--- src/sv/ptb_pkg.sv ---
// ----------------------------------------------------------------------------
// ptb_pkg: shared types and constants of the periodic timer bank
// Op codes, command classes, queue entry, timer entry and back-end states.
// ----------------------------------------------------------------------------
package ptb_pkg;

    // default bank size and command queue depth
    localparam int TIMERS_DEF  = 8;
    localparam int QUEUE_DEPTH = 2;

    // op codes on the command port
    localparam logic [2:0] OP_TICK    = 3'd0;
    localparam logic [2:0] OP_START   = 3'd1;
    localparam logic [2:0] OP_STOP    = 3'd2;
    localparam logic [2:0] OP_TAKE    = 3'd3;
    localparam logic [2:0] OP_CHKSTOP = 3'd4;
    localparam logic [2:0] OP_CHKRUN  = 3'd5;

    // command class after decode
    typedef enum logic [2:0] {
        K_NOP,
        K_TICK,
        K_START,
        K_STOP,
        K_TAKE,
        K_CHKSTOP,
        K_CHKRUN
    } t_kind;

    // classified command as it travels through the queue
    typedef struct packed {
        t_kind       kind;
        logic        in_range;
        logic [7:0]  idx;
        logic [31:0] period;
        logic [15:0] amount;
    } t_cmd;

    // one timer as stored in the RAM
    typedef struct packed {
        logic        expired;
        logic [31:0] reload;
        logic [31:0] remaining;
    } t_entry;

    // back-end sequencer states
    typedef enum logic [3:0] {
        S_IDLE   = 4'b0001,
        S_SWEEP  = 4'b0010,
        S_READ   = 4'b0100,
        S_MODIFY = 4'b1000
    } t_state;

endpackage

--- src/sv/ptb_ram.sv ---
// ----------------------------------------------------------------------------
// ptb_ram: generic single-write, single-read RAM
// One write port, one read port with registered read data.
// ----------------------------------------------------------------------------
module ptb_ram #(
    parameter int WIDTH = 8,
    parameter int DEPTH = 8
) (
    input  logic                                    i_clk,
    input  logic                                    i_wr_en,
    input  logic [((DEPTH > 1) ? $clog2(DEPTH) : 1)-1:0] i_wr_addr,
    input  logic [WIDTH-1:0]                        i_wr_data,
    input  logic                                    i_rd_en,
    input  logic [((DEPTH > 1) ? $clog2(DEPTH) : 1)-1:0] i_rd_addr,
    output logic [WIDTH-1:0]                        o_rd_data
);

    logic [WIDTH-1:0] r_mem [DEPTH];
    logic [WIDTH-1:0] r_rd_data;

    // write port
    always_ff @(posedge i_clk) begin
        if (i_wr_en) begin
            r_mem[i_wr_addr] <= i_wr_data;
        end
    end

    // registered read port
    always_ff @(posedge i_clk) begin
        if (i_rd_en) begin
            r_rd_data <= r_mem[i_rd_addr];
        end
    end

    assign o_rd_data = r_rd_data;

endmodule

--- src/sv/ptb_front.sv ---
// ----------------------------------------------------------------------------
// ptb_front: command decode and range check
// Classifies the op, checks the timer index and raises the push into the queue.
// ----------------------------------------------------------------------------
module ptb_front
    import ptb_pkg::*;
#(
    parameter int TIMERS = TIMERS_DEF
) (
    input  logic        start,
    input  logic        i_full,
    input  logic [2:0]  i_op,
    input  logic [7:0]  i_timer_index,
    input  logic [31:0] i_period,
    input  logic [15:0] i_tick_amount,
    output logic        busy,
    output logic        o_push,
    output t_cmd        o_cmd
);

    // a start is taken whenever the queue has room
    assign busy   = i_full;
    assign o_push = start && !i_full;

    // op decode
    always_comb begin
        o_cmd.in_range = (9'(i_timer_index) < 9'(TIMERS));
        o_cmd.idx      = i_timer_index;
        o_cmd.period   = i_period;
        o_cmd.amount   = i_tick_amount;
        case (i_op)
            OP_TICK:    o_cmd.kind = K_TICK;
            OP_START:   o_cmd.kind = K_START;
            OP_STOP:    o_cmd.kind = K_STOP;
            OP_TAKE:    o_cmd.kind = K_TAKE;
            OP_CHKSTOP: o_cmd.kind = K_CHKSTOP;
            OP_CHKRUN:  o_cmd.kind = K_CHKRUN;
            default:    o_cmd.kind = K_NOP;
        endcase
    end

endmodule

--- src/sv/ptb_queue.sv ---
// ----------------------------------------------------------------------------
// ptb_queue: short command queue between decode and execution
// Register FIFO; lets the front take commands while the back is sweeping.
// ----------------------------------------------------------------------------
module ptb_queue
    import ptb_pkg::*;
(
    input  logic i_clk,
    input  logic i_rst_n,
    input  logic i_push,
    input  t_cmd i_cmd,
    input  logic i_pop,
    output t_cmd o_cmd,
    output logic o_valid,
    output logic o_full
);

    localparam int PW = (QUEUE_DEPTH > 1) ? $clog2(QUEUE_DEPTH) : 1;
    localparam int CW = $clog2(QUEUE_DEPTH + 1);

    t_cmd          r_slot [QUEUE_DEPTH];
    logic [PW-1:0] r_wp;
    logic [PW-1:0] r_rp;
    logic [CW-1:0] r_cnt;

    assign o_valid = (r_cnt != '0);
    assign o_full  = (r_cnt == CW'(QUEUE_DEPTH));
    assign o_cmd   = r_slot[r_rp];

    // storage
    always_ff @(posedge i_clk) begin
        if (i_push) begin
            r_slot[r_wp] <= i_cmd;
        end
    end

    // pointers and fill count
    always_ff @(posedge i_clk) begin
        if (!i_rst_n) begin
            r_wp  <= '0;
            r_rp  <= '0;
            r_cnt <= '0;
        end else begin
            if (i_push) begin
                r_wp <= (r_wp == PW'(QUEUE_DEPTH - 1)) ? '0 : r_wp + 1'b1;
            end
            if (i_pop) begin
                r_rp <= (r_rp == PW'(QUEUE_DEPTH - 1)) ? '0 : r_rp + 1'b1;
            end
            if (i_push && !i_pop) begin
                r_cnt <= r_cnt + 1'b1;
            end else if (!i_push && i_pop) begin
                r_cnt <= r_cnt - 1'b1;
            end
        end
    end

endmodule

--- src/sv/ptb_back.sv ---
// ----------------------------------------------------------------------------
// ptb_back: command execution
// Holds the pending time sum, sweeps it into every timer before a query and
// does the read-modify-write of the chosen timer in the timer RAM.
// ----------------------------------------------------------------------------
module ptb_back
    import ptb_pkg::*;
#(
    parameter int TIMERS = TIMERS_DEF
) (
    input  logic i_clk,
    input  logic i_rst_n,
    input  t_cmd i_cmd,
    input  logic i_valid,
    output logic o_pop,
    output logic o_strobe,
    output logic o_answer
);

    localparam int              AW   = (TIMERS > 1) ? $clog2(TIMERS) : 1;
    localparam int              EW   = $bits(t_entry);
    localparam logic [AW-1:0]   LAST = AW'(TIMERS - 1);

    t_state             r_state, n_state;
    t_cmd               r_cmd, n_cmd;
    logic [31:0]        r_pend, n_pend;
    logic [AW-1:0]      r_cnt, n_cnt;
    logic               r_rd_done, n_rd_done;
    logic               r_dv, n_dv;
    logic [AW-1:0]      r_daddr, n_daddr;
    logic [TIMERS-1:0]  r_vld, n_vld;
    logic               r_rd_vld, n_rd_vld;
    logic               r_strobe, n_strobe;
    logic               r_answer, n_answer;

    logic               rd_en;
    logic [AW-1:0]      rd_addr;
    logic [EW-1:0]      rd_data;
    logic               wr_en;
    logic [AW-1:0]      wr_addr;
    t_entry             wr_data;

    t_entry             ent;
    t_entry             swp;
    logic [32:0]        sum;

    // timer store: expired flag, interval and remaining time per timer
    ptb_ram #(
        .WIDTH (EW),
        .DEPTH (TIMERS)
    ) u_ram (
        .i_clk     (i_clk),
        .i_wr_en   (wr_en),
        .i_wr_addr (wr_addr),
        .i_wr_data (wr_data),
        .i_rd_en   (rd_en),
        .i_rd_addr (rd_addr),
        .o_rd_data (rd_data)
    );

    // never-written entries read as zero
    assign ent = r_rd_vld ? t_entry'(rd_data) : '0;

    // pending time applied to one timer: floor at zero, reload on expiry
    always_comb begin
        swp = ent;
        if (ent.remaining >= r_pend) begin
            swp.remaining = ent.remaining - r_pend;
        end else begin
            swp.remaining = '0;
        end
        if (swp.remaining == '0 && ent.reload != '0) begin
            swp.expired   = 1'b1;
            swp.remaining = ent.reload;
        end
    end

    // saturating tick sum
    assign sum = {1'b0, r_pend} + 33'(i_cmd.amount);

    // sequencer
    always_comb begin
        n_state   = r_state;
        n_cmd     = r_cmd;
        n_pend    = r_pend;
        n_cnt     = r_cnt;
        n_rd_done = r_rd_done;
        n_dv      = 1'b0;
        n_daddr   = r_daddr;
        n_vld     = r_vld;
        n_strobe  = 1'b0;
        n_answer  = 1'b0;
        o_pop     = 1'b0;
        rd_en     = 1'b0;
        rd_addr   = r_cnt;
        wr_en     = 1'b0;
        wr_addr   = r_daddr;
        wr_data   = ent;

        case (r_state)
            S_IDLE: begin
                if (i_valid) begin
                    o_pop = 1'b1;
                    n_cmd = i_cmd;
                    case (i_cmd.kind)
                        K_TICK: begin
                            n_pend   = sum[32] ? '1 : sum[31:0];
                            n_strobe = 1'b1;
                        end
                        K_START: begin
                            if (i_cmd.in_range) begin
                                wr_en             = 1'b1;
                                wr_addr           = i_cmd.idx[AW-1:0];
                                wr_data.expired   = 1'b0;
                                wr_data.reload    = i_cmd.period;
                                wr_data.remaining = i_cmd.period;
                            end
                            n_strobe = 1'b1;
                        end
                        K_STOP: begin
                            if (i_cmd.in_range) begin
                                n_state = S_READ;
                            end else begin
                                n_strobe = 1'b1;
                            end
                        end
                        K_TAKE, K_CHKSTOP, K_CHKRUN: begin
                            if (r_pend != '0) begin
                                n_state   = S_SWEEP;
                                n_cnt     = '0;
                                n_rd_done = 1'b0;
                            end else begin
                                n_state = S_READ;
                            end
                        end
                        default: begin
                            n_strobe = 1'b1;
                        end
                    endcase
                end
            end

            // pipelined read, update, write back over all timers
            S_SWEEP: begin
                if (!r_rd_done) begin
                    rd_en   = 1'b1;
                    rd_addr = r_cnt;
                    n_dv    = 1'b1;
                    n_daddr = r_cnt;
                    if (r_cnt == LAST) begin
                        n_rd_done = 1'b1;
                    end else begin
                        n_cnt = r_cnt + 1'b1;
                    end
                end
                if (r_dv) begin
                    wr_en   = 1'b1;
                    wr_addr = r_daddr;
                    wr_data = swp;
                    if (r_rd_done) begin
                        n_pend  = '0;
                        n_state = S_READ;
                    end
                end
            end

            S_READ: begin
                rd_en   = r_cmd.in_range;
                rd_addr = r_cmd.idx[AW-1:0];
                n_state = S_MODIFY;
            end

            // answer and write back of the chosen timer
            S_MODIFY: begin
                n_strobe = 1'b1;
                n_state  = S_IDLE;
                wr_addr  = r_cmd.idx[AW-1:0];
                case (r_cmd.kind)
                    K_STOP: begin
                        wr_en          = r_cmd.in_range;
                        wr_data.reload = '0;
                    end
                    K_TAKE: begin
                        n_answer        = r_cmd.in_range && ent.expired;
                        wr_en           = r_cmd.in_range && ent.expired;
                        wr_data.expired = 1'b0;
                    end
                    K_CHKSTOP: begin
                        n_answer = r_cmd.in_range && (ent.reload == '0);
                    end
                    K_CHKRUN: begin
                        n_answer = r_cmd.in_range && ((ent.reload != '0) || ent.expired);
                    end
                    default: begin
                        n_answer = 1'b0;
                    end
                endcase
            end

            default: begin
                n_state = S_IDLE;
            end
        endcase

        // entry valid bits track the read and every write
        n_rd_vld = rd_en ? r_vld[rd_addr] : 1'b0;
        if (wr_en) begin
            n_vld[wr_addr] = 1'b1;
        end
    end

    // control registers
    always_ff @(posedge i_clk) begin
        if (!i_rst_n) begin
            r_state   <= S_IDLE;
            r_pend    <= '0;
            r_cnt     <= '0;
            r_rd_done <= 1'b0;
            r_dv      <= 1'b0;
            r_vld     <= '0;
            r_rd_vld  <= 1'b0;
            r_strobe  <= 1'b0;
            r_answer  <= 1'b0;
        end else begin
            r_state   <= n_state;
            r_pend    <= n_pend;
            r_cnt     <= n_cnt;
            r_rd_done <= n_rd_done;
            r_dv      <= n_dv;
            r_vld     <= n_vld;
            r_rd_vld  <= n_rd_vld;
            r_strobe  <= n_strobe;
            r_answer  <= n_answer;
        end
    end

    // payload registers
    always_ff @(posedge i_clk) begin
        r_cmd   <= n_cmd;
        r_daddr <= n_daddr;
    end

    assign o_strobe = r_strobe;
    assign o_answer = r_answer;

endmodule

--- src/sv/periodic_timer_bank.sv ---
// Sequence: tick, start and commands with no effect are answered from S_IDLE;
//   an in-range stop and a query with no pending time pass through S_READ and
//   S_MODIFY; a query with pending time first runs the one-timer-per-cycle RAM sweep.
// Execution: one command per back-end pass; a
//   2-entry queue absorbs new commands meanwhile. The receiver cannot stall.
// Reset: synchronous, active low; all timers read as zero at once, no clearing pass.
// ----------------------------------------------------------------------------
// periodic_timer_bank: bank of periodic interval timers
// Front decodes commands into a short queue; back applies elapsed time and
// executes timer control and queries against a timer RAM.
// ----------------------------------------------------------------------------
module periodic_timer_bank
    import ptb_pkg::*;
#(
    parameter int TIMERS = TIMERS_DEF
) (
    input  logic        i_clk,
    input  logic        i_rst_n,
    input  logic        start,
    input  logic [2:0]  i_op,
    input  logic [7:0]  i_timer_index,
    input  logic [31:0] i_period,
    input  logic [15:0] i_tick_amount,
    output logic        busy,
    output logic        o_strobe,
    output logic        o_answer
);

    t_cmd front_cmd;
    t_cmd queue_cmd;
    logic push;
    logic pop;
    logic q_valid;
    logic q_full;

    // decode
    ptb_front #(
        .TIMERS (TIMERS)
    ) u_front (
        .start         (start),
        .i_full        (q_full),
        .i_op          (i_op),
        .i_timer_index (i_timer_index),
        .i_period      (i_period),
        .i_tick_amount (i_tick_amount),
        .busy          (busy),
        .o_push        (push),
        .o_cmd         (front_cmd)
    );

    // command queue
    ptb_queue u_queue (
        .i_clk   (i_clk),
        .i_rst_n (i_rst_n),
        .i_push  (push),
        .i_cmd   (front_cmd),
        .i_pop   (pop),
        .o_cmd   (queue_cmd),
        .o_valid (q_valid),
        .o_full  (q_full)
    );

    // execution
    ptb_back #(
        .TIMERS (TIMERS)
    ) u_back (
        .i_clk    (i_clk),
        .i_rst_n  (i_rst_n),
        .i_cmd    (queue_cmd),
        .i_valid  (q_valid),
        .o_pop    (pop),
        .o_strobe (o_strobe),
        .o_answer (o_answer)
    );

endmodule

--- config.mk ---
export PLATFORM = sky130hd
export DESIGN_NAME = periodic_timer_bank
export DESIGN_NICKNAME = d
export VERILOG_FILES = /design/src/sv/ptb_pkg.sv /design/src/sv/ptb_ram.sv /design/src/sv/ptb_front.sv /design/src/sv/ptb_queue.sv /design/src/sv/ptb_back.sv /design/src/sv/periodic_timer_bank.sv
export SDC_FILE = /design/constraint.sdc
export NUM_CORES = 1
export LEC_CHECK = 0
export BUFFER_PORTS_ARGS = -buffer_cell sky130_fd_sc_hd__buf_2
export CAP_MARGIN = 20
export CORE_ASPECT_RATIO = 1.75
export CORE_MARGIN = 4
export CORE_UTILIZATION = 45
export CTS_CLUSTER_DIAMETER = 30
export DETAILED_ROUTE_END_ITERATION = 8
export SLEW_MARGIN = 20
export SYNTH_ARGS = -nofsm -noshare
export SYNTH_HDL_FRONTEND = slang
export SYNTH_SLANG_ARGS = --single-unit
--- constraint.sdc ---
create_clock -name i_clk -period 10.2 [get_ports i_clk]
set_input_delay 1.53 -clock i_clk [delete_from_list [all_inputs] [get_ports i_clk]]
set_output_delay 1.53 -clock i_clk [all_outputs]
set_load 0.02 [all_outputs]
### Word level (Yosys, flattened, before mapping)

Memory sizes are Yosys's and may differ from the RTL's. A register that Yosys moved wholly into a read port is not among the register bits.
Index checks and enable logic that the tools add are counted.

| word-level totals | value |
|---|---|
| input port bits | 62 |
| bits in writable memories | 640 |
| memories | 2 |
| output and inout bits | 3 |
| flip-flop bits (word level) | 66 |
| word-level logic and storage cells | 165 |

| operators by class | value |
|---|---|
| multiplexer cells | 72 |
| order comparisons | 5 |
| reductions and logical operators | 30 |
| bitwise operators | 2 |
| equal/unequal tests | 31 |
| add/subtract/negate cells | 7 |

Memories:

| memory | words | width | read ports | clocked after memory_dff | wr ports | line | RTL |
|---|---|---|---|---|---|---|---|
| u_back.u_ram.r_mem | 8 | 65 | 1 | 1 | 1 | ptb_ram.sv:18 | `logic [WIDTH-1:0] r_mem [DEPTH];` |
| u_queue.r_slot | 2 | 60 | 1 | 1 | 1 | ptb_queue.sv:21 | `t_cmd r_slot [QUEUE_DEPTH];` |

Operators with widths:

| cell | number |
|---|---|
| 65-bit two-way mux | 5 |
| 32-bit two-way mux | 8 |
| 32-bit one-hot mux with 2 select lines | 2 |
| 33-bit one-hot mux with 3 select lines | 1 |
| 32-bit zero test | 2 |
| 32-bit nonzero test | 2 |
| 32-bit by 16-bit adder with 33-bit output | 1 |
| 32-bit greater-or-equal comparator | 1 |
| 32-bit subtractor | 1 |
| 3-bit two-way mux | 10 |
| 3-bit == test (second input constant) | 9 |
| 1-bit two-way mux | 26 |
| 3-bit one-hot mux with 6 select lines | 1 |
| 4-bit two-way mux | 4 |
| 3-bit by 2-bit == test with 1-bit output (second input constant) | 5 |
| 3-bit one-hot mux with 2 select lines | 2 |
| 4-bit one-hot mux with 3 select lines | 1 |
| 2-bit != test (second input constant) | 5 |
| 1-bit one-hot mux with 2 select lines | 5 |
| 2-bit AND reduction | 5 |
| 5-bit AND reduction | 2 |
| 1-bit logical AND | 8 |
| 3-bit by 4-bit < comparator with 1-bit output (second input constant) | 2 |
| 8-bit by 4-bit < comparator with 1-bit output (second input constant) | 1 |
| 28 further kinds | 38 |

### Logic depth before layout (Yosys ltp)

Gate-level depths: netlist of the first run.

| depth | value |
|---|---|
| word-level depth | 9 |
| gate-level depth with buffers | 25 |
| mapped depth without buffers | 15 |

### Hierarchy

Synthesis of the first run repeated with hierarchy kept, for this count alone.

| second synthesis, totals | value |
|---|---|
| cell total of the unflattened synthesis | 2167 |
| area, all modules | 34301.6 sq um |

By module, submodules not included:

| module | sequential area each (sq um) | area each (sq um) | cells each | times used |
|---|---|---|---|---|
| ptb_ram | 17566.8 | 21508.1 | 829 | 1 |
| ptb_back | 1341.3 | 7763.7 | 1064 | 1 |
| ptb_queue | 3703.6 | 4550.6 | 209 | 1 |
| ptb_front | 0.0 | 479.2 | 65 | 1 |

### Least setup slack after synthesis of the first run

No wires, ideal clock.

| timing path | value |
|---|---|
| kind | reg2reg |
| start | register u_back.r_rd_vld |
| end | memory u_back.u_ram.r_mem[0][16] in the netlist's numbering (data pin) |
| clock period less this slack | 6.061 ns |
| path slack | 4.139 ns |
| required time | 9.922 ns |
| setup time | 0.278 ns |
| arrival | 5.784 ns |
| buffers on the path | 10 |
| cell stages (with the launch flop) | 26 |
| cell sequence | dfxtp_1 buf_4 buf_2 buf_2 buf_2 buf_2 clkbuf_1 clkbuf_1 clkbuf_1 clkbuf_1 nand2_1 ha_1 inv_1 ha_1 nor2_1 a32oi_1 nand2_1 o31ai_4 a21oi_2 xnor2_1 or4_1 nor4_1 nand4_1 o41a_1 buf_2 o31ai_1 |

| on the way | value |
|---|---|
| cells in the longest elaborated chain, start to end | 8 |
| elaborated cells between the ends (all ways) | 13 |
| those cells by class | add/sub (1); order compare (1); mux (8); reduce/logical (3) |

Ends and longest elaborated chain:

| element | line | RTL |
|---|---|---|
| from (decl) | ptb_back.sv:32 | `logic r_rd_vld, n_rd_vld;` |
| from (signal assigned) | ptb_back.sv:231 | `r_rd_vld <= n_rd_vld;` |
| 65-bit two-way mux * | ptb_back.sv:62 | `assign ent = r_rd_vld ? t_entry'(rd_data) : '0;` |
| 32-bit subtractor / 32-bit greater-or-equal comparator (equally long branches) | ptb_back.sv:68, ptb_back.sv:67 |  |
| 32-bit two-way mux | ptb_back.sv:67 | `if (ent.remaining >= r_pend) begin` |
| 32-bit zero test | ptb_back.sv:72 | `if (swp.remaining == '0 && ent.reload != '0) begin` |
| 1-bit logical AND | ptb_back.sv:72 |  |
| 32-bit two-way mux | ptb_back.sv:72 |  |
| 65-bit two-way mux | ptb_back.sv:156 | `if (r_dv) begin` |
| 32-bit one-hot mux with 2 select lines * | ptb_back.sv:100 | `case (r_state)` |
| net u_back.u_ram.i_wr_data[16] | ptb_ram.sv:12 | `input logic [WIDTH-1:0] i_wr_data,` |
| to (decl) | ptb_ram.sv:18 |  |

Mark *: on every way through the listed nets, which the timed path passes. The rest lies on a longest branch.

### Worst setup path in the final report of the first run

| timing path | value |
|---|---|
| start | register u_back.r_rd_vld |
| end | memory u_back.u_ram.r_mem[1][27] in the netlist's numbering (data pin) |

The elaborated chain is that of the path after synthesis.

==> impl_results.md, run 1 <==
* Outcome: finished clean
* Pwr dens at 229.3 mW/mm2
* Post-route insts no fill at 3415
* Routed Antenna Nets at 0
* Initial antenna violation count at 2
* Crit. End Element: register
* Sink Count at 762
* Max Root-Sink Buffers at 3
* First DRT Iteration DRCs at 1738
* Synth cell types at 96
* Pin count of the biggest net entering global routing at 133
* Worst Path Required at 10540 ps
* Setup TNS at 0 ps
* Busiest metal layer after global routing: met2
* Leak pwr at 12.82 nW
* FFs w/ async S/R, synth at 0%
* Vias per cell at 6.038
* Crit path DAT at 6970 ps
* DP Area at 0.03562 mm2
* Final Hold Viols at 0
* Synth Flop Type: edfxtp_1
* Global routing usage on met3 at 3.360%
* Crit share post-route at 64.96%
* Most frequent cells in the layout: edfxtp_1 (705), mux4_2 (132), nand2_1 (131)
* PnR worst setup slack at 3574 ps
* Worst Setup Start Kind: register
* Syn Std Cell Area at 0.03410 mm2
* Total Wirelength at 94.65 mm
* Nets at 2420
* Synth Register Bits at 762
* Final core utilization at 51.90%
* Net Count, Synth at 2348
* Final Total Pwr at 8.951 mW
* Slew margin rel. at 25.99%
* Ys Warns at 0
* Number of H-tree levels at 3
* Peak supply drop at 0.1572 mV
* Starting density of the core at 45.34%
* CP Class: register to register
* Final min period at 6626 ps
* Clk_lat worst skew at 680 ps
* TritonCTS clock tree: built
* Finished Cell Area at 0.03904 mm2
* GP Congestion at 0.9782
* Gr usage total at 23.50%
* Fmax achieved at 150.9 MHz
* P&R area growth vs syn at 14.48%
* Cell Rows at 133
* Postcts setup bufs at 0
* Initial DRT Pass Iterations at 8
* Routed WL per cell at 27.71 um
* Number of flops mapped to enable cells by yosys at 705
* CTS Hold Bufs at 0
* Leading cell type in the layout, fill and taps excluded: edfxtp_1
* Unrepaired setup endpoints after global routing: no
* Vias at 20620
* Sequential share of the synthesized area at 65.43%
* Clock slew at reported path FFs at 60 ps
* Die area at 0.08042 mm2
* Clock Skews at 28.79 ps
* Port-buffer cells at 64
* Fill cells at 6219
* Final Max Tran Viols at 0
* Hold Path Class: register to register
* Layout cell share with drive strength beyond 1 at 22.19%
* M2 GR Usage at 42.69%
* Clock buffer count from CTS at 95
* DP HPWL at 61.90 mm
* CTS resizes at 0
* Clock root cell: clkbuf_16
* Residual DRC at 0
* Chip height at 372.2 um
* Setup violators final at 0
* Syn avg cell area at 15.16 um2
* Wire length of the first global-routing pass at 140.3 mm
* GR Overflow Total at 0
* Dpl ws at 3767 ps
* Core Area at 0.07522 mm2
* Max_cap viols at 0
* DP Cell Count at 3235
* Vias in the first global route at 21440
* Die width at 216.1 um
* WHS at 459.8 ps
* Worst-Margin Slew at 1110 ps
* I/O Pins at 65
* Syn Inst Count at 2249
* Met1 usage at 27.78%
* Crit path max fanout at 56
## area by class of cell
class	instances	area, um2	share of cell area (%)
diodes	1	2.502	0.006410
clock buffers	105	2446	6.266
clock inverters	73	962.2	2.465
inverters	46	172.7	0.4423
multi-input cells	1314	11240	28.78
flip-flops and latches	762	22320	57.17
well taps	1012	1266	3.243
repair buffers	102	634.4	1.625
## metal layers
metal,vias to the layer above,wire length (um),part of all wire (%)
met5,-,0,0
met4,0,4422,4.7
met3,178,4448,4.7
met2,629,49930,53
met1,10690,35850,38
li1,9121,-,-
## state kept, by name, summed over array words and instances (netlist names), 2 cells and up, named ones only
name / flops
u_back.r_cmd: 7
u_queue.r_cnt: 2
u_back.r_state: 4
u_back.r_pend: 32
u_queue.r_slot: 110
u_back.r_cnt: 3
u_back.u_ram.r_mem: 520
u_back.r_vld: 8
u_back.u_ram.o_rd_data: 65
u_back.r_daddr: 3
## worst paths after layout
path,start,to,slack (ps),depth (start not counted)
worst min-delay path,u_back.r_vld[6]$_SDFFE_PN0P_,u_back.r_vld[6]$_SDFFE_PN0P_,460,1
worst max-delay path,u_back.r_rd_vld$_SDFF_PN0_,u_back.u_ram.r_mem[1][27]$_DFFE_PP_,3570,16
worst max register to register,u_back.r_rd_vld$_SDFF_PN0_,u_back.u_ram.r_mem[1][27]$_DFFE_PP_,3570,16
worst min register to register,u_back.r_vld[6]$_SDFFE_PN0P_,u_back.r_vld[6]$_SDFFE_PN0P_,460,1
## cell usage after synthesis, types with 36 or more instances
library cell	number	area, um2
edfxtp_1	705	21170
mux4_2	132	2973
nand2_1	131	491.7
nor2_1	110	412.9
o21ai_0	97	485.5
mux2_2	87	979.7
clkbuf_1	77	289.0
a21oi_1	64	320.3
dfxtp_1	57	1141
nand3_1	54	270.3
a21o_1	47	352.8
inv_1	45	168.9
mux2i_1	44	440.4
xnor2_1	37	324.1
ha_1	36	450.4
## logic make-up (layout without fill, tap and decap cells)
group           Yosys count  count (layout)  share of synthesized area, %
other cells               0               1                             0
compound gates          444             444                         9.125
xor+xnor                 54              54                         1.409
flops                   762             762                         65.43
buf+inv                 173             326                         2.099
fa+ha+maj                39              39                         1.438
mux                     263             263                         12.88
simple gates            514             514                         7.621
## worst max-delay path, stage by stage (launching register included)
cell	delay [ps]
dfxtp_4	770
buf_4	560
nand2_1	160
xnor2_1	180
ha_1	300
nor2_1	60
a32oi_1	200
nand2_1	180
o31ai_4	470
a21oi_2	170
xnor2_1	190
or4_1	570
nor4_1	580
nand4_1	220
o41a_1	450
buf_4	290
o311ai_1	830
## power by group
| part | total, mW | leakage (nW) | internal, mW | switching [mW] |
|---|---|---|---|---|
| registers | 3.67 | 6.46 | 3.56 | 0.113 |
| logic | 1.74 | 4.75 | 0.593 | 1.14 |
| clock network | 3.54 | 1.62 | 2.14 | 1.40 |
(Power assumes the default switching activity.)
==> run 2: changes to the inputs <==
==> constraint.sdc (replaced) <==
create_clock -name i_clk -period 6.2 [get_ports i_clk]
set_input_delay 0.93 -clock i_clk [delete_from_list [all_inputs] [get_ports i_clk]]
set_output_delay 0.93 -clock i_clk [all_outputs]
set_load 0.02 [all_outputs]
==> impl_results.md, run 2 (synthesis results as in run 1) <==
* Outcome: finished clean
* Biggest register: u_back.u_ram.r_mem
* Number of flip-flops under the largest register name at 520
* Layout cell share with drive strength beyond 1 at 23.80%
* I/O Pins at 65
* Fmax achieved at 175.5 MHz
* Gr usage total at 24.23%
* Setup violators final at 0
* Initial antenna violation count at 2
* Crit path max-delay family: compound AO/OA/AOI/OAI gates
* Nets at 2463
* Crit share post-route at 91.92%
* Pwr dens at 375.0 mW/mm2
* Post-route insts no fill at 3462
* CTS resizes at 0
* Peak supply drop at 0.2370 mV
* CP Class: register to register
* Starting density of the core at 45.34%
* CP max stage delay at 720 ps
* Worst Setup Start Kind: register
* Vias in the first global route at 21940
* Worst-Margin Slew at 1043 ps
* Dpl ws at 572.6 ps
* Chip height at 372.2 um
* Vias per cell at 6.073
* Final Hold Viols at 0
* First DRT Iteration DRCs at 1834
* Port-buffer cells at 64
* Leak pwr at 13.14 nW
* CTS Hold Bufs at 0
* Wire length of the first global-routing pass at 143.6 mm
* Core Area at 0.07522 mm2
* Initial DRT Pass Iterations at 6
* Slew margin rel. at 30.31%
* Final min period at 5699 ps
* Pin count of the biggest net entering global routing at 73
* Crit path buf inv count at 2
* Final Total Pwr at 14.85 mW
* Worst-case reg-to-reg path depth at 13
* Leading cell type in the layout, fill and taps excluded: edfxtp_1
* DP HPWL at 66.56 mm
* Final Max Tran Viols at 0
* GR Overflow Total at 0
* Hold Path Depth at 1
* Crit. End Element: register
* Routed Antenna Nets at 0
* Cell Rows at 133
* Total Wirelength at 97.68 mm
* Hold Path Class: primary input to register
* Ant. Diodes at 0
* Residual DRC at 0
* Sink Count at 762
* Crit path max fanout at 26
* Most frequent cells in the layout: edfxtp_1 (705), mux4_2 (132), nand2_1 (131)
* R2R setup slack at 500 ps
* Clock root cell: clkbuf_16
* TritonCTS clock tree: built
* Vias at 21020
* Clock Skews at 36.88 ps
* Capture point of the worst reg-to-reg path: u_back.u_ram.r_mem[6][11]$_DFFE_PP_
* Max Root-Sink Buffers at 3
* Fill cells at 6204
* Setup TNS at 0 ps
* Die area at 0.08042 mm2
* WHS at 423.5 ps
* Postcts setup bufs at 0
* Clk_lat worst skew at 700 ps
* Hold worst-path end: u_queue.r_slot[0][3]$_DFFE_PP_
* Crit path DAT at 6040 ps
* DP Area at 0.03608 mm2
* Unrepaired setup endpoints after global routing: no
* Clock slew at reported path FFs at 60 ps
* Finished Cell Area at 0.03959 mm2
* Critical path, cell by cell: buf_4, and2_1, ha_1, nand2_1, nor2_1, nand4_1, a211oi_1, nor3_1, o21ai_0, nand4bb_1, o41a_1, buf_12, o221ai_1
* Number of H-tree levels at 3
* PnR worst setup slack at 500.7 ps
* Worst Path Required at 6550 ps
* P&R area growth vs syn at 16.10%
* Routed WL per cell at 28.22 um
* Clock buffer count from CTS at 100
* Die width at 216.1 um
* Final core utilization at 52.64%
* GP Congestion at 0.9617
* Hold wc startpoint: i_tick_amount[3]
* R2r startpoint: u_back.r_rd_vld$_SDFF_PN0_
* DP Cell Count at 3274
* Slowest CP cell: o221ai_1
* Max_cap viols at 0
[run 2: cell count changes in the layout (fill, tap and decap cells not counted), sizes merged]
cell	previous run	this run
clkinvlp	14	6
diode	1	0
bufinv	14	7
clkinv	24	35
inv	67	77
buf	102	140
clkbuf	105	109
[run 2: power breakdown]
part	switching (mW)	leakage (nW)	internal [mW]
sequential	0.194	6.46	5.85
combinational	1.87	4.98	1.03
clock	2.46	1.70	3.43
[run 2: worst max-delay path by stage]
stage	from	to	slack [ps]	cells after the start
2_1_floorplan	u_back.r_rd_vld$_SDFF_PN0_	u_back.u_ram.r_mem[0][16]$_DFFE_PP_	140	25
3_3_place_gp	u_back.r_rd_vld$_SDFF_PN0_	u_back.u_ram.r_mem[5][11]$_DFFE_PP_	720	13
3_5_place_dp	u_back.r_rd_vld$_SDFF_PN0_	u_back.u_ram.r_mem[6][11]$_DFFE_PP_	570	13
4_1_cts	u_back.r_rd_vld$_SDFF_PN0_	u_back.u_ram.r_mem[6][11]$_DFFE_PP_	540	13
5_1_grt	u_back.r_rd_vld$_SDFF_PN0_	u_back.u_ram.r_mem[6][11]$_DFFE_PP_	430	15
6_report	u_back.r_rd_vld$_SDFF_PN0_	u_back.u_ram.r_mem[6][11]$_DFFE_PP_	500	13
[run 2: area by class of cell]
type	count	area, um2	area share (%)
well taps	1012	1266	3.198
multi-input cells	1314	11240	28.38
repair buffers	140	1086	2.743
inverters	46	172.7	0.4361
flip-flops and latches	762	22320	56.37
clock buffers	109	2567	6.485
clock inverters	79	944.7	2.386
[run 2: per-layer routing]
| layer | track usage [%] | up-vias | wire, um |
|---|---|---|---|
| li1 | - | 9213 | - |
| met4 | 12.12 | 0 | 5066 |
| met1 | 28.42 | 10890 | 36690 |
| met3 | 3.482 | 183 | 4824 |
| met2 | 43.49 | 738 | 51100 |
| met5 | 0 | - | 0 |
==> run 3: changes to the inputs <==
--- a/config.mk
+++ b/config.mk
@@ -10,8 +10,9 @@
 export CORE_ASPECT_RATIO = 1.75
 export CORE_MARGIN = 4
 export CORE_UTILIZATION = 45
-export CTS_CLUSTER_DIAMETER = 30
+export CTS_CLUSTER_DIAMETER = 120
 export DETAILED_ROUTE_END_ITERATION = 8
+export RECOVER_POWER = 100
 export SLEW_MARGIN = 20
 export SYNTH_ARGS = -nofsm -noshare
 export SYNTH_HDL_FRONTEND = slang
==> impl_results.md, run 3 (synthesis results as in run 1) <==
* Outcome: finished with violations
* Violated checks: max-capacitance violations, max-slew violations
* CTS Hold Bufs at 0
* Most frequent CP cell: nand4_1
* Unrepaired setup endpoints after global routing: no
* Routed WL per cell at 28.56 um
* TritonCTS clock tree: built
* Pwr dens at 343.7 mW/mm2
* Clock root cell: clkbuf_16
* Total Wirelength at 97.06 mm
* Dpl ws at 572.6 ps
* Final min period at 5862 ps
* Biggest register: u_back.u_ram.r_mem
* PnR worst setup slack at 338.0 ps
* CP max stage delay at 790 ps
* Pint at 9.087 mW
* GP Congestion at 0.9617
* DP HPWL at 66.56 mm
* Vias per cell at 6.078
* P&R area growth vs syn at 11.50%
* Cell Rows at 133
* Residual DRC at 0
* Clock Skews at 26.81 ps
* Clk_lat worst skew at 660 ps
* Comb pwr share at 21.9%
* Worst-Margin Slew at 2906 ps
* Die area at 0.08042 mm2
* Crit share post-route at 94.55%
* Vias in the first global route at 21630
* Initial antenna violation count at 3
* Net Sw Frac at 30.47%
* I/O Pins at 65
* Port-buffer cells at 64
* Slowest CP cell: o21ai_0
* Clk pwr share at 31.8%
* First DRT Iteration DRCs at 1855
* Flop pwr share at 46.3%
* Clock buffer count from CTS at 69
* Wire length of the first global-routing pass at 142.9 mm
* Crit path DAT at 6170 ps
* Starting density of the core at 45.34%
* Number of flip-flops under the largest register name at 520
* Final Hold Viols at 0
* Slew margin rel. at -93.72%
* Peak supply drop at 0.2436 mV
* Vias at 20660
* Final Max Tran Viols at 226
* CP Class: register to register
* Initial DRT Pass Iterations at 5
* GR Overflow Total at 0
* Worst Path Required at 6510 ps
* Crit. End Element: register
* Setup violators final at 0
* Leak pwr at 12.27 nW
* Fmax achieved at 170.6 MHz
* Critical path, cell by cell: buf_4, and2_0, ha_1, nand2_1, nor2_1, nand4_1, a211oi_1, nor3_1, xnor2_1, nor4_1, clkbuf_1, nand4_1, o41a_1, buf_12, o21ai_0
* Setup TNS at 0 ps
* Leading cell type in the layout, fill and taps excluded: edfxtp_1
* Most frequent cells in the layout: edfxtp_1 (705), mux4_2 (132), nand2_1 (131)
* Postcts setup bufs at 0
* Pin count of the biggest net entering global routing at 73
* Final core utilization at 50.55%
* Number of H-tree levels at 3
* CTS resizes at 0
* Nets at 2432
* Hold Path Class: primary input to register
* Core Area at 0.07522 mm2
* Gr usage total at 24.11%
* Sink Count at 762
* Clock slew at reported path FFs at 70 ps
* Max Root-Sink Buffers at 3
* Chip height at 372.2 um
* Max_cap viols at 8
* Layout cell share with drive strength beyond 1 at 17.77%
* Crit path max fanout at 26
* Die width at 216.1 um
* Worst Setup Start Kind: register
* Routed Antenna Nets at 0
* Switch Pwr at 3.982 mW
run 3: cell types whose count changed in the layout (fill, tap and decap cells not counted), moves of 11 or more:
| cell | before | now |
|---|---|---|
| buf_2 | 64 | 32 |
| mux2_1 | 0 | 11 |
| inv_6 | 17 | 3 |
| buf_4 | 61 | 30 |
| clkbuf_1 | 7 | 74 |
| clkbuf_16 | 101 | 71 |
| mux2_2 | 87 | 76 |
run 3: worst max-delay path: cells and delay by family (launching register included):
| kind | cells | cell delay [ps] |
|---|---|---|
| adder cells (fa/ha/maj) | 1 | 400 |
| AO/OA/AOI/OAI | 3 | 2090 |
| XOR/XNOR | 1 | 280 |
| flip-flops | 1 | 440 |
| AND/OR/NAND/NOR | 7 | 1550 |
| buffers and inverters | 3 | 700 |
run 3: area by class of cell:
| class | count | area, um2 |
|---|---|---|
| repair buffers | 140 | 919.6 |
| fillers | 6359 | 37200 |
| clock buffers | 84 | 1826 |
| inverters | 46 | 172.7 |
| flip-flops and latches | 762 | 22320 |
| well taps | 1012 | 1266 |
| multi-input cells | 1314 | 11170 |
| clock inverters | 40 | 346.6 |
| diodes | 1 | 2.502 |
run 3: path summary, 6_finish.rpt:
check,startpoint,endpoint,slack (ps),depth (start not counted)
worst max-delay path,u_back.r_rd_vld$_SDFF_PN0_,u_back.u_ram.r_mem[5][4]$_DFFE_PP_,340,15
worst min-delay path,i_tick_amount[10],u_queue.r_slot[1][10]$_DFFE_PP_,460,1
worst max register to register,u_back.r_rd_vld$_SDFF_PN0_,u_back.u_ram.r_mem[5][4]$_DFFE_PP_,340,15
worst min register to register,u_back.r_vld[3]$_SDFFE_PN0P_,u_back.r_vld[3]$_SDFFE_PN0P_,470,1
run 3: metal layers:
metal  part of all wire, %  global-route usage, %
met5                     0                      0
met4                   5.3                  11.58
met3                   5.2                  3.621
met2                    52                  43.13
met1                    38                  28.52
run 3: metrics by stage:
stage,hold slack [ps],power (mW),cells,area [um2]
6_report,455.9,13.07,3399,38020
3_3_place_gp,442.3,8.987,3273,36050
5_1_grt,433.1,13.57,3399,38020
4_1_cts,415.5,13.19,3398,38250
2_1_floorplan,435.4,7.897,2249,34100
3_5_place_dp,454.0,9.024,3274,36080
run 3: power by group through the flow:
stage	logic (mW)	registers [mW]	clock network [mW]
3_5_place_dp	2.87	6.15	0
2_1_floorplan	1.87	6.03	0
5_1_grt	3.03	6.07	4.47
4_1_cts	2.89	6.04	4.25
6_report	2.87	6.05	4.15
3_3_place_gp	2.85	6.14	0
